**src/rtl/szbe_pkg.sv**
```systemverilog
// Shared constants, record types and queue entry layout for the sparse zero-block encoder.
package szbe_pkg;

   // Fixed geometry of one input block and of the offsets
   localparam int BLOCK_BYTES     = 8;
   localparam int OFF_W           = 32;
   localparam int VB_W            = 4;
   localparam int TAIL_W          = 3;
   localparam int DATA_W          = BLOCK_BYTES * 8;

   // Gap counter and its default limit
   localparam int ZBC_W           = 10;
   localparam int GAP_BLOCKS_DEF  = 512;

   // Records one item can cause, and the queue between front and back
   localparam int REC_SLOTS       = 3;
   localparam int SLOT_W          = 2;
   localparam int CAND_NUM        = 4;
   localparam int QUEUE_DEPTH_DEF = 4;

   // Stream widths
   localparam int REQ_TDATA_W     = 72;
   localparam int RSP_TDATA_W     = 64;

   // One record as operand pairs: skip = skip_a - skip_b, len = len_a - len_b
   typedef struct packed {
      logic [OFF_W-1:0] skip_a;
      logic [OFF_W-1:0] skip_b;
      logic [OFF_W-1:0] len_a;
      logic [OFF_W-1:0] len_b;
      logic             end_marker;
   } rec_type;

   // All records caused by one accepted block
   typedef struct packed {
      rec_type [REC_SLOTS-1:0] recs;
      logic    [SLOT_W-1:0]    count;
      logic                    overflow;
   } bundle_type;

   // Head-of-queue view handed to the back end
   typedef struct packed {
      logic       valid;
      bundle_type head;
   } queue_head_type;

endpackage

```
**src/rtl/szbe_front.sv**
```systemverilog
// Front end: accepts blocks, tracks runs and gaps, and builds the record bundle for each block.
module szbe_front
   import szbe_pkg::*;
#(
   parameter int GAP_BLOCKS = GAP_BLOCKS_DEF
) (
   input  logic                clock,
   input  logic                reset,
   input  logic                csr_we,
   input  logic                csr_wdata,
   input  logic                in_valid,
   input  logic [DATA_W-1:0]   in_data,
   input  logic [VB_W-1:0]     in_vb,
   input  logic                in_last,
   input  logic                q_full,
   output logic                in_ready,
   output logic                push,
   output bundle_type          push_bundle
);

   localparam logic [ZBC_W-1:0] GAP_LIMIT = ZBC_W'(GAP_BLOCKS);

   // Region state
   logic               delta_ff,  delta_in;
   logic [OFF_W-1:0]   off_ff,    off_in;
   logic               open_ff,   open_in;
   logic [OFF_W-1:0]   start_ff,  start_in;
   logic [OFF_W-1:0]   lde_ff,    lde_in;
   logic [OFF_W-1:0]   lde8_ff,   lde8_in;
   logic [OFF_W-1:0]   pre_ff,    pre_in;
   logic [ZBC_W-1:0]   zbc_ff,    zbc_in;
   logic               ovf_ff,    ovf_in;

   // Per-block classification
   logic               accept;
   logic               full_blk;
   logic               nz;
   logic [TAIL_W-1:0]  tail_len;
   logic [TAIL_W:0]    tail_top;
   logic               tail_nz;
   logic [OFF_W:0]     blk_sum;
   logic [OFF_W-1:0]   blk_end;
   logic [OFF_W-1:0]   off_p16;
   logic               gap_close;

   // State after the full-block step, before the final-block handling
   logic [OFF_W-1:0]   off1;
   logic               open1;
   logic [OFF_W-1:0]   start1;
   logic [OFF_W-1:0]   lde1;
   logic [OFF_W-1:0]   lde8_1;
   logic [OFF_W-1:0]   pre1;
   logic [ZBC_W-1:0]   zbc1;
   logic               ovf1;
   logic [OFF_W-1:0]   rec_end;

   rec_type [CAND_NUM-1:0] cand;
   logic    [CAND_NUM-1:0] cand_v;
   logic    [SLOT_W-1:0]   n_rec;

   assign in_ready = !q_full;
   assign accept   = in_valid && in_ready;

   // Classify the block
   assign full_blk = !in_last || (in_vb >= VB_W'(BLOCK_BYTES));
   assign nz       = |in_data;
   assign tail_len = (in_last && !full_blk) ? in_vb[TAIL_W-1:0] : '0;
   assign blk_sum  = {1'b0, off_ff} + (OFF_W+1)'(BLOCK_BYTES);
   assign blk_end  = blk_sum[OFF_W-1:0];
   assign off_p16  = off_ff + OFF_W'(2 * BLOCK_BYTES);
   assign gap_close = full_blk && !nz && open_ff && (zbc_ff >= GAP_LIMIT);

   // Find one past the highest nonzero valid tail byte
   always_comb begin
      tail_top = '0;
      for (int k = 0; k < BLOCK_BYTES; k++) begin
         if ((k < int'(tail_len)) && (in_data[k*8 +: 8] != 8'd0)) begin
            tail_top = (TAIL_W+1)'(k + 1);
         end
      end
   end
   assign tail_nz = (tail_top != '0);

   // Advance run tracking over a full block
   always_comb begin
      off1   = full_blk ? blk_end : off_ff;
      start1 = (full_blk && nz && !open_ff) ? off_ff : start_ff;
      lde1   = (full_blk && nz) ? blk_end : lde_ff;
      lde8_1 = (full_blk && nz) ? off_p16 : lde8_ff;
      pre1   = gap_close ? lde8_ff : pre_ff;
      ovf1   = ovf_ff | (full_blk & blk_sum[OFF_W]);
      open1  = open_ff;
      zbc1   = zbc_ff;
      if (full_blk) begin
         if (nz) begin
            open1 = 1'b1;
            zbc1  = '0;
         end else if (gap_close) begin
            open1 = 1'b0;
            zbc1  = '0;
         end else if (open_ff) begin
            zbc1  = zbc_ff + ZBC_W'(1);
         end
      end
      rec_end = (zbc1 != '0) ? lde8_1 : lde1;
   end

   // Build candidate records in emission order
   always_comb begin
      cand   = '0;
      cand_v = '0;

      // Gap closure inside the region
      cand[0].skip_a = start_ff;
      cand[0].skip_b = pre_ff;
      cand[0].len_a  = lde8_ff;
      cand[0].len_b  = start_ff;
      cand_v[0]      = gap_close && !delta_ff;

      // Open run closed at the end of the region
      cand[1].skip_a = start1;
      cand[1].skip_b = pre1;
      cand[1].len_a  = rec_end;
      cand[1].len_b  = start1;
      cand_v[1]      = in_last && !delta_ff && open1;

      // Tail record, or the single delta record
      if (delta_ff) begin
         cand[2].len_a = tail_nz ? off1 : lde1;
         cand[2].len_b = tail_nz ? (OFF_W'(0) - OFF_W'(tail_top)) : '0;
         cand_v[2]     = in_last && (tail_nz || (lde1 != '0));
      end else begin
         cand[2].skip_a = off1;
         cand[2].skip_b = open1 ? rec_end : pre1;
         cand[2].len_a  = OFF_W'(tail_len);
         cand_v[2]      = in_last && tail_nz;
      end

      // Terminator
      cand[3].end_marker = 1'b1;
      cand_v[3]          = in_last;
   end

   // Pack the valid candidates into the bundle
   always_comb begin
      push_bundle = '0;
      n_rec       = '0;
      for (int k = 0; k < CAND_NUM; k++) begin
         if (cand_v[k] && (n_rec < SLOT_W'(REC_SLOTS))) begin
            push_bundle.recs[n_rec] = cand[k];
            n_rec = n_rec + SLOT_W'(1);
         end
      end
      push_bundle.count    = n_rec;
      push_bundle.overflow = ovf1;
   end

   assign push = accept && (n_rec != '0);

   // Next region state: clear after the final block
   always_comb begin
      delta_in = csr_we ? csr_wdata : delta_ff;
      off_in   = off_ff;
      open_in  = open_ff;
      start_in = start_ff;
      lde_in   = lde_ff;
      lde8_in  = lde8_ff;
      pre_in   = pre_ff;
      zbc_in   = zbc_ff;
      ovf_in   = ovf_ff;
      if (accept) begin
         if (in_last) begin
            off_in   = '0;
            open_in  = 1'b0;
            start_in = '0;
            lde_in   = '0;
            lde8_in  = OFF_W'(BLOCK_BYTES);
            pre_in   = '0;
            zbc_in   = '0;
            ovf_in   = 1'b0;
         end else begin
            off_in   = off1;
            open_in  = open1;
            start_in = start1;
            lde_in   = lde1;
            lde8_in  = lde8_1;
            pre_in   = pre1;
            zbc_in   = zbc1;
            ovf_in   = ovf1;
         end
      end
   end

   always_ff @(posedge clock) begin
      if (reset) begin
         delta_ff <= 1'b0;
         off_ff   <= '0;
         open_ff  <= 1'b0;
         start_ff <= '0;
         lde_ff   <= '0;
         lde8_ff  <= OFF_W'(BLOCK_BYTES);
         pre_ff   <= '0;
         zbc_ff   <= '0;
         ovf_ff   <= 1'b0;
      end else begin
         delta_ff <= delta_in;
         off_ff   <= off_in;
         open_ff  <= open_in;
         start_ff <= start_in;
         lde_ff   <= lde_in;
         lde8_ff  <= lde8_in;
         pre_ff   <= pre_in;
         zbc_ff   <= zbc_in;
         ovf_ff   <= ovf_in;
      end
   end

endmodule

```
**src/rtl/szbe_queue.sv**
```systemverilog
// Short queue of record bundles between the front and back ends.
module szbe_queue
   import szbe_pkg::*;
#(
   parameter int DEPTH = QUEUE_DEPTH_DEF
) (
   input  logic           clock,
   input  logic           reset,
   input  logic           push,
   input  bundle_type     push_bundle,
   input  logic           pop,
   output logic           full,
   output queue_head_type head
);

   localparam int AW = (DEPTH > 1) ? $clog2(DEPTH) : 1;
   localparam int CW = $clog2(DEPTH + 1);

   bundle_type        mem_ff [DEPTH];
   logic [AW-1:0]     wr_ptr_ff, wr_ptr_in;
   logic [AW-1:0]     rd_ptr_ff, rd_ptr_in;
   logic [CW-1:0]     cnt_ff,    cnt_in;

   assign full       = (cnt_ff == CW'(DEPTH));
   assign head.valid = (cnt_ff != '0);
   assign head.head  = mem_ff[rd_ptr_ff];

   // Advance pointers and fill count
   always_comb begin
      wr_ptr_in = wr_ptr_ff;
      rd_ptr_in = rd_ptr_ff;
      cnt_in    = cnt_ff;
      if (push) begin
         wr_ptr_in = (wr_ptr_ff == AW'(DEPTH - 1)) ? '0 : wr_ptr_ff + AW'(1);
      end
      if (pop) begin
         rd_ptr_in = (rd_ptr_ff == AW'(DEPTH - 1)) ? '0 : rd_ptr_ff + AW'(1);
      end
      if (push && !pop) begin
         cnt_in = cnt_ff + CW'(1);
      end else if (pop && !push) begin
         cnt_in = cnt_ff - CW'(1);
      end
   end

   always_ff @(posedge clock) begin
      if (reset) begin
         wr_ptr_ff <= '0;
         rd_ptr_ff <= '0;
         cnt_ff    <= '0;
      end else begin
         wr_ptr_ff <= wr_ptr_in;
         rd_ptr_ff <= rd_ptr_in;
         cnt_ff    <= cnt_in;
      end
   end

   // Store entries
   always_ff @(posedge clock) begin
      if (push) begin
         mem_ff[wr_ptr_ff] <= push_bundle;
      end
   end

endmodule

```
**src/rtl/szbe_back.sv**
```systemverilog
// Back end: walks the records of the head bundle and drives the result register.
module szbe_back
   import szbe_pkg::*;
(
   input  logic             clock,
   input  logic             reset,
   input  queue_head_type   head,
   output logic             pop,
   input  logic             out_ready,
   output logic             out_valid,
   output logic [OFF_W-1:0] out_skip,
   output logic [OFF_W-1:0] out_len,
   output logic             out_end,
   output logic             out_ovf
);

   logic             valid_ff, valid_in;
   logic [SLOT_W-1:0] idx_ff,  idx_in;
   logic [OFF_W-1:0] skip_ff, skip_in;
   logic [OFF_W-1:0] len_ff,  len_in;
   logic             end_ff,  end_in;
   logic             ovf_ff,  ovf_in;

   logic             can_load;
   logic             load;
   logic             last_rec;
   rec_type          cur;

   assign can_load = !valid_ff || out_ready;
   assign load     = can_load && head.valid;
   assign cur      = head.head.recs[idx_ff];
   assign last_rec = (idx_ff == (head.head.count - SLOT_W'(1)));
   assign pop      = load && last_rec;

   // Load the next record, finishing its subtractions
   always_comb begin
      valid_in = valid_ff;
      idx_in   = idx_ff;
      skip_in  = skip_ff;
      len_in   = len_ff;
      end_in   = end_ff;
      ovf_in   = ovf_ff;
      if (load) begin
         valid_in = 1'b1;
         idx_in   = last_rec ? '0 : idx_ff + SLOT_W'(1);
         skip_in  = cur.skip_a - cur.skip_b;
         len_in   = cur.len_a - cur.len_b;
         end_in   = cur.end_marker;
         ovf_in   = head.head.overflow;
      end else if (can_load) begin
         valid_in = 1'b0;
      end
   end

   always_ff @(posedge clock) begin
      if (reset) begin
         valid_ff <= 1'b0;
         idx_ff   <= '0;
      end else begin
         valid_ff <= valid_in;
         idx_ff   <= idx_in;
      end
   end

   // Hold payload
   always_ff @(posedge clock) begin
      skip_ff <= skip_in;
      len_ff  <= len_in;
      end_ff  <= end_in;
      ovf_ff  <= ovf_in;
   end

   assign out_valid = valid_ff;
   assign out_skip  = skip_ff;
   assign out_len   = len_ff;
   assign out_end   = end_ff;
   assign out_ovf   = ovf_ff;

endmodule

```
**src/rtl/sparse_zero_block_encoder_top.sv**
```systemverilog
// Top level of the sparse zero-block encoder: front end, bundle queue and back end.
//
//   channel   direction  transfer unit           tdata / tuser / tlast
//   req_      in         one 8-byte block        block_data, valid_bytes / - / last_block
//   rsp_      out        one (skip, len) record  skip, len / overflow / end_marker
//   csr_      in         delta_layout write      csr_wdata, taken when csr_we is high
//
// A block is taken every cycle while the queue has room; its records are written into the
// queue as one bundle in the same cycle as the transfer. The back end sends one record per
// cycle while rsp_ does not stall, so a block with three records holds the back end until
// all three are sent. Reset is synchronous: it clears the region state, sets delta_layout
// to 0 and empties the queue. A stall on rsp_ stops the back end only; req_ keeps taking
// blocks until QUEUE_DEPTH bundles wait.
module sparse_zero_block_encoder_top
   import szbe_pkg::*;
#(
   parameter int GAP_BLOCKS  = GAP_BLOCKS_DEF,
   parameter int QUEUE_DEPTH = QUEUE_DEPTH_DEF
) (
   input  logic                   clock,
   input  logic                   reset,
   input  logic                   csr_we,
   input  logic                   csr_wdata,
   input  logic                   req_tvalid,
   output logic                   req_tready,
   input  logic [REQ_TDATA_W-1:0] req_tdata,  // block_data[63:0], valid_bytes[67:64], zero pad
   input  logic                   req_tlast,  // last_block
   output logic                   rsp_tvalid,
   input  logic                   rsp_tready,
   output logic [RSP_TDATA_W-1:0] rsp_tdata,  // skip[31:0], len[63:32]
   output logic                   rsp_tuser,  // overflow
   output logic                   rsp_tlast   // end_marker
);

   logic             q_full;
   logic             push;
   bundle_type       push_bundle;
   logic             pop;
   queue_head_type   q_head;
   logic [OFF_W-1:0] rsp_skip;
   logic [OFF_W-1:0] rsp_len;

   szbe_front #(
      .GAP_BLOCKS (GAP_BLOCKS)
   ) u_front (
      .clock       (clock),
      .reset       (reset),
      .csr_we      (csr_we),
      .csr_wdata   (csr_wdata),
      .in_valid    (req_tvalid),
      .in_data     (req_tdata[DATA_W-1:0]),
      .in_vb       (req_tdata[DATA_W +: VB_W]),
      .in_last     (req_tlast),
      .q_full      (q_full),
      .in_ready    (req_tready),
      .push        (push),
      .push_bundle (push_bundle)
   );

   szbe_queue #(
      .DEPTH (QUEUE_DEPTH)
   ) u_queue (
      .clock       (clock),
      .reset       (reset),
      .push        (push),
      .push_bundle (push_bundle),
      .pop         (pop),
      .full        (q_full),
      .head        (q_head)
   );

   szbe_back u_back (
      .clock     (clock),
      .reset     (reset),
      .head      (q_head),
      .pop       (pop),
      .out_ready (rsp_tready),
      .out_valid (rsp_tvalid),
      .out_skip  (rsp_skip),
      .out_len   (rsp_len),
      .out_end   (rsp_tlast),
      .out_ovf   (rsp_tuser)
   );

   assign rsp_tdata = {rsp_len, rsp_skip};

endmodule

```
**config.mk**
```make
export PLATFORM = sky130hd
export DESIGN_NAME = sparse_zero_block_encoder_top
export DESIGN_NICKNAME = d
export VERILOG_FILES = /design/src/rtl/szbe_pkg.sv /design/src/rtl/szbe_front.sv /design/src/rtl/szbe_queue.sv /design/src/rtl/szbe_back.sv /design/src/rtl/sparse_zero_block_encoder_top.sv
export SDC_FILE = /design/constraint.sdc
export NUM_CORES = 2
export LEC_CHECK = 0
export ABC_AREA = 1
export BUFFER_PORTS_ARGS = -buffer_cell sky130_fd_sc_hd__buf_4
export CAP_MARGIN = 10
export CORE_ASPECT_RATIO = 0.5
export CORE_MARGIN = 8
export CORE_UTILIZATION = 24
export CTS_CLUSTER_SIZE = 25
export DETAILED_ROUTE_END_ITERATION = 16
export PLACE_DENSITY = 0.38
export SKIP_LAST_GASP = 1
export SLEW_MARGIN = 20
export SYNTH_ARGS = -nofsm -noshare
export SYNTH_HDL_FRONTEND = slang
export SYNTH_SLANG_ARGS = --single-unit
```
**constraint.sdc**
```tcl
create_clock -name clock -period 22.5 [get_ports clock]
set_input_delay 2.25 -clock clock [delete_from_list [all_inputs] [get_ports clock]]
set_output_delay 2.25 -clock clock [all_outputs]
set_load 0.02 [all_outputs]
```
==> results.toml <==
[yosys]
synthFlopType = "edfxtp_1"
synthDominantCellAreaShare_pct = 59.6
syn_inst = 7324
ys_types = 55
synth_area_sq_um = 76100
avgSynthCellArea_sq_um = 10.4
synth_edf_count = 1510
ys_seq_area_share_pct = 64.4
ys_top_cells_by_area = "edfxtp_1 (60%), nand2_1 (6.2%), o21ai_0 (6.2%)"
synth_seq_cells = 1692
yosysWarnings = 0
synth-async-reset-ratio_pct = 0
yosysTopAreaCell = "edfxtp_1"

[clocking]
numClockSinks = 1692
post_cts_buffers = 0
clockBufferDepth = 4
clk_pin_slew_ns = 0.06
numCtsBuffers = 187
cts_resized = 0
clockRootBuffer = "clkbuf_16"
htreeDepth = 4
hold_buffers = 0
cts_tree = "built"
clock_latency_ns = 0.84

[pwr]
ir_worst_vdd_v = 0.0000876
p_leak_nw = 31.2
power_density_nw_per_um2 = 122
power.total_w = 0.0108

[layout]
register_area_sq_um = 49000
drive_gt1_share_pct = 7.67
final.fill_count = 33200
syn_to_final_growth_pct = 16.8
layout_common_cells = "edfxtp_1 (1510), nand2_1 (1252), nor2_1 (1216)"
final_common_cell = "edfxtp_1"
multi_input_area_sq_um = 25400
finalNetCount = 7842

[sta]
report.final.setup_viol = 0
tightest_slew_ns = 1.08
rsz0062_at_grt = "false"
min_period_ns = 8.29
fin_crit_sh_pct = 36.8
hold_viol = 0
worst_slack_ns = 14.21
max_freq_mhz = 121
tns_ns = 0
finalMaxSlewViolations = 0
clock_skew_ns = 0.0448
slew_headroom_pct = 27.8

[critical_path]
path_max_fanout = 52
crit_path_cell_trace = "buf_4, nor2_1, nand2_1, nor2_1, nand2_1, nor2_1, nand2_1, buf_4, nand2_1, inv_1, a21oi_1, nor3_2, buf_4, inv_1, ha_1, nor2_1, nor2_1, inv_1, nor2_4, buf_4, buf_4, buf_4, buf_4, buf_4"
end_kind = "register"
slowest_delay_ns = 0.79
crit_start = "req_tdata[47]"
critical_path_class = "in2reg"
cp_data_required_time_ns = 22.95
cp_num_cells = 24
r2r_cells = 21
rr_endpoint = "u_back.out_len[23]$_DFFE_PP_"
crit_family = "buffers and inverters"
r2r_slack_ns = 15.79
critical_path.slowest_cell = "buf_4"
cp-start-kind = "input pin"
worstPathArrival_ns = 8.74
cpMostUsedCell = "buf_4"
cp.buffers_inverters = 11
crit_end = "u_queue.mem_ff[0][251]$_DFFE_PP_"

[global_route]
grt_max_degree = 139
track_usage_pct = 14.7
grt_pass1_wl_mm = 375
grt_antenna_before_repair = 12
grt_pass1_vias = 53300
overflow = 0

[route]
antenna_left = 0
drc = 0
drt-pass1-iter-count = 6
totalWireLength_mm = 259
num_vias = 55000
first_iter_violations = 4413
routed_via_density = 4.56
wl_per_cell_um = 21.5

[job]
max-cap-violations = 0

[place]
gp_congestion = 0.871
dp_hpwl_mm = 160
dpl_worst_slack_ns = 13.09
io_buffers = 142

[die]
dieArea_sq_um = 336000
fp.coreArea_sq_um = 316000
die_w_um = 812
rows = 146
start_util_pct = 24.1
die_h_um = 414
ioPinCount = 147

[status]
status = "completed"

[hold_path]
min_path_type = "reg2reg"
cells in the mapped netlist, types with 4 or more instances:
cell       count
a31oi_1       10
a21oi_1      231
a2bb2oi_1      5
inv_2          7
buf_1         33
xor2_1        76
clkinv_1       4
o211ai_1      55
nor2_2         9
nor4_1         7
o22ai_1      197
buf_2         35
edfxtp_1    1510
clkbuf_1     411
a22oi_1        4
a21o_1         5
buf_6          8
a21boi_0       6
o221ai_1     206
or2_2         39
a32o_1        55
nor2_1      1228
dfxtp_1      182
xnor2_1       24
nand2_1     1254
inv_1        341
ha_1          75
o21a_1        89
nand4_1       43
nor3_1        21
nand3_1      163
o21bai_1       5
a211oi_1       6
o21ai_0      940
buf_4          8
worst reg2reg max path, delay by kind of cell, from the launching register on:
family | cells | cell delay [ns]
AOI/OAI and AO/OA | 8 | 2.22
DFF | 1 | 0.44
and+or+nand+nor | 5 | 0.46
xor gates and xnor gates | 1 | 0.17
adders and majority gates | 1 | 0.37
buffers and inverters | 6 | 2.82
cell families after synthesis:
| family | count (synthesis) | synth area share, % |
|---|---|---|
| adder cells (fa/ha/maj) | 78 | 1.31 |
| AO/OA/AOI/OAI | 1827 | 14.4 |
| flip-flops | 1692 | 64.4 |
| AND/OR/NAND/NOR | 2778 | 14.4 |
| XOR/XNOR | 100 | 1.15 |
| other | 1 | 0.00493 |
| buffers and inverters | 848 | 4.36 |
layout make-up:
cell class                      instances  area share, %
Sequential cell                      1692           55.1
Tap cell                             4218           5.94
Timing Repair Buffer                  261           2.32
Multi-Input combinational cell       5191           28.6
Inverter                              352           1.52
Clock inverter                         94          0.866
Antenna cell                            3        0.00845
Clock buffer                          237           5.56
worst min path at each step:
stage	start	to	slack, ns	cells past startpoint
after floorplan	u_front.lde_ff[0]$_SDFFE_PP0P_	u_front.lde_ff[0]$_SDFFE_PP0P_	0.42	2
after global placement	u_front.lde_ff[2]$_SDFFE_PP0P_	u_front.lde_ff[2]$_SDFFE_PP0P_	0.43	2
after detailed placement	u_front.lde_ff[2]$_SDFFE_PP0P_	u_front.lde_ff[2]$_SDFFE_PP0P_	0.44	2
after CTS	u_front.lde_ff[2]$_SDFFE_PP0P_	u_front.lde_ff[2]$_SDFFE_PP0P_	0.45	2
after global routing	u_front.lde_ff[2]$_SDFFE_PP0P_	u_front.lde_ff[2]$_SDFFE_PP0P_	0.46	2
final	u_front.lde_ff[2]$_SDFFE_PP0P_	u_front.lde_ff[2]$_SDFFE_PP0P_	0.44	2
per-stage QoR:
stage	utilization [%]	hold slack [ns]	cell area [sq um]	cells
2_1_floorplan	-	0.425	77600	7731
3_3_place_gp	26.3	0.431	83100	11700
4_1_cts	28.1	0.445	88800	12000
3_5_place_dp	26.3	0.436	83100	11700
5_1_grt	28.1	0.456	88800	12000
6_report	28.1	0.444	88900	12000
flip-flops by register name, indices dropped and copies added, names as in the netlist, named ones only:
name / cells
u_front.pre_ff: 32
u_back.idx_ff: 2
u_back.out_skip: 32
u_front.lde8_ff: 32
u_front.delta_ff: 1
u_queue.wr_ptr_ff: 2
u_front.start_ff: 32
u_back.out_len: 32
u_queue.rd_ptr_ff: 2
u_front.zbc_ff: 10
u_front.lde_ff: 32
u_back.out_ovf: 1
u_front.ovf_ff: 1
u_front.off_ff: 29
u_queue.cnt_ff: 3
u_back.out_valid: 1
u_queue.mem_ff: 1444
u_front.open_ff: 1
u_back.out_end: 1
power breakdown:
part	total, W	internal (W)	switching [W]
registers	0.00391	0.00384	0.0000757
clock network	0.00296	0.00168	0.00129
logic	0.00393	0.00111	0.00281
total	0.0108	0.00662	0.00418
routing by layer:
metal	track usage, %	wire (um)	up-vias
li1	-	-	26300
met1	22.1	130000	27300
met2	22.5	112000	1090
met3	2.32	12500	271
met4	2.59	4300	2
met5	0	12	-
Power figures use the tool's default switching activity.
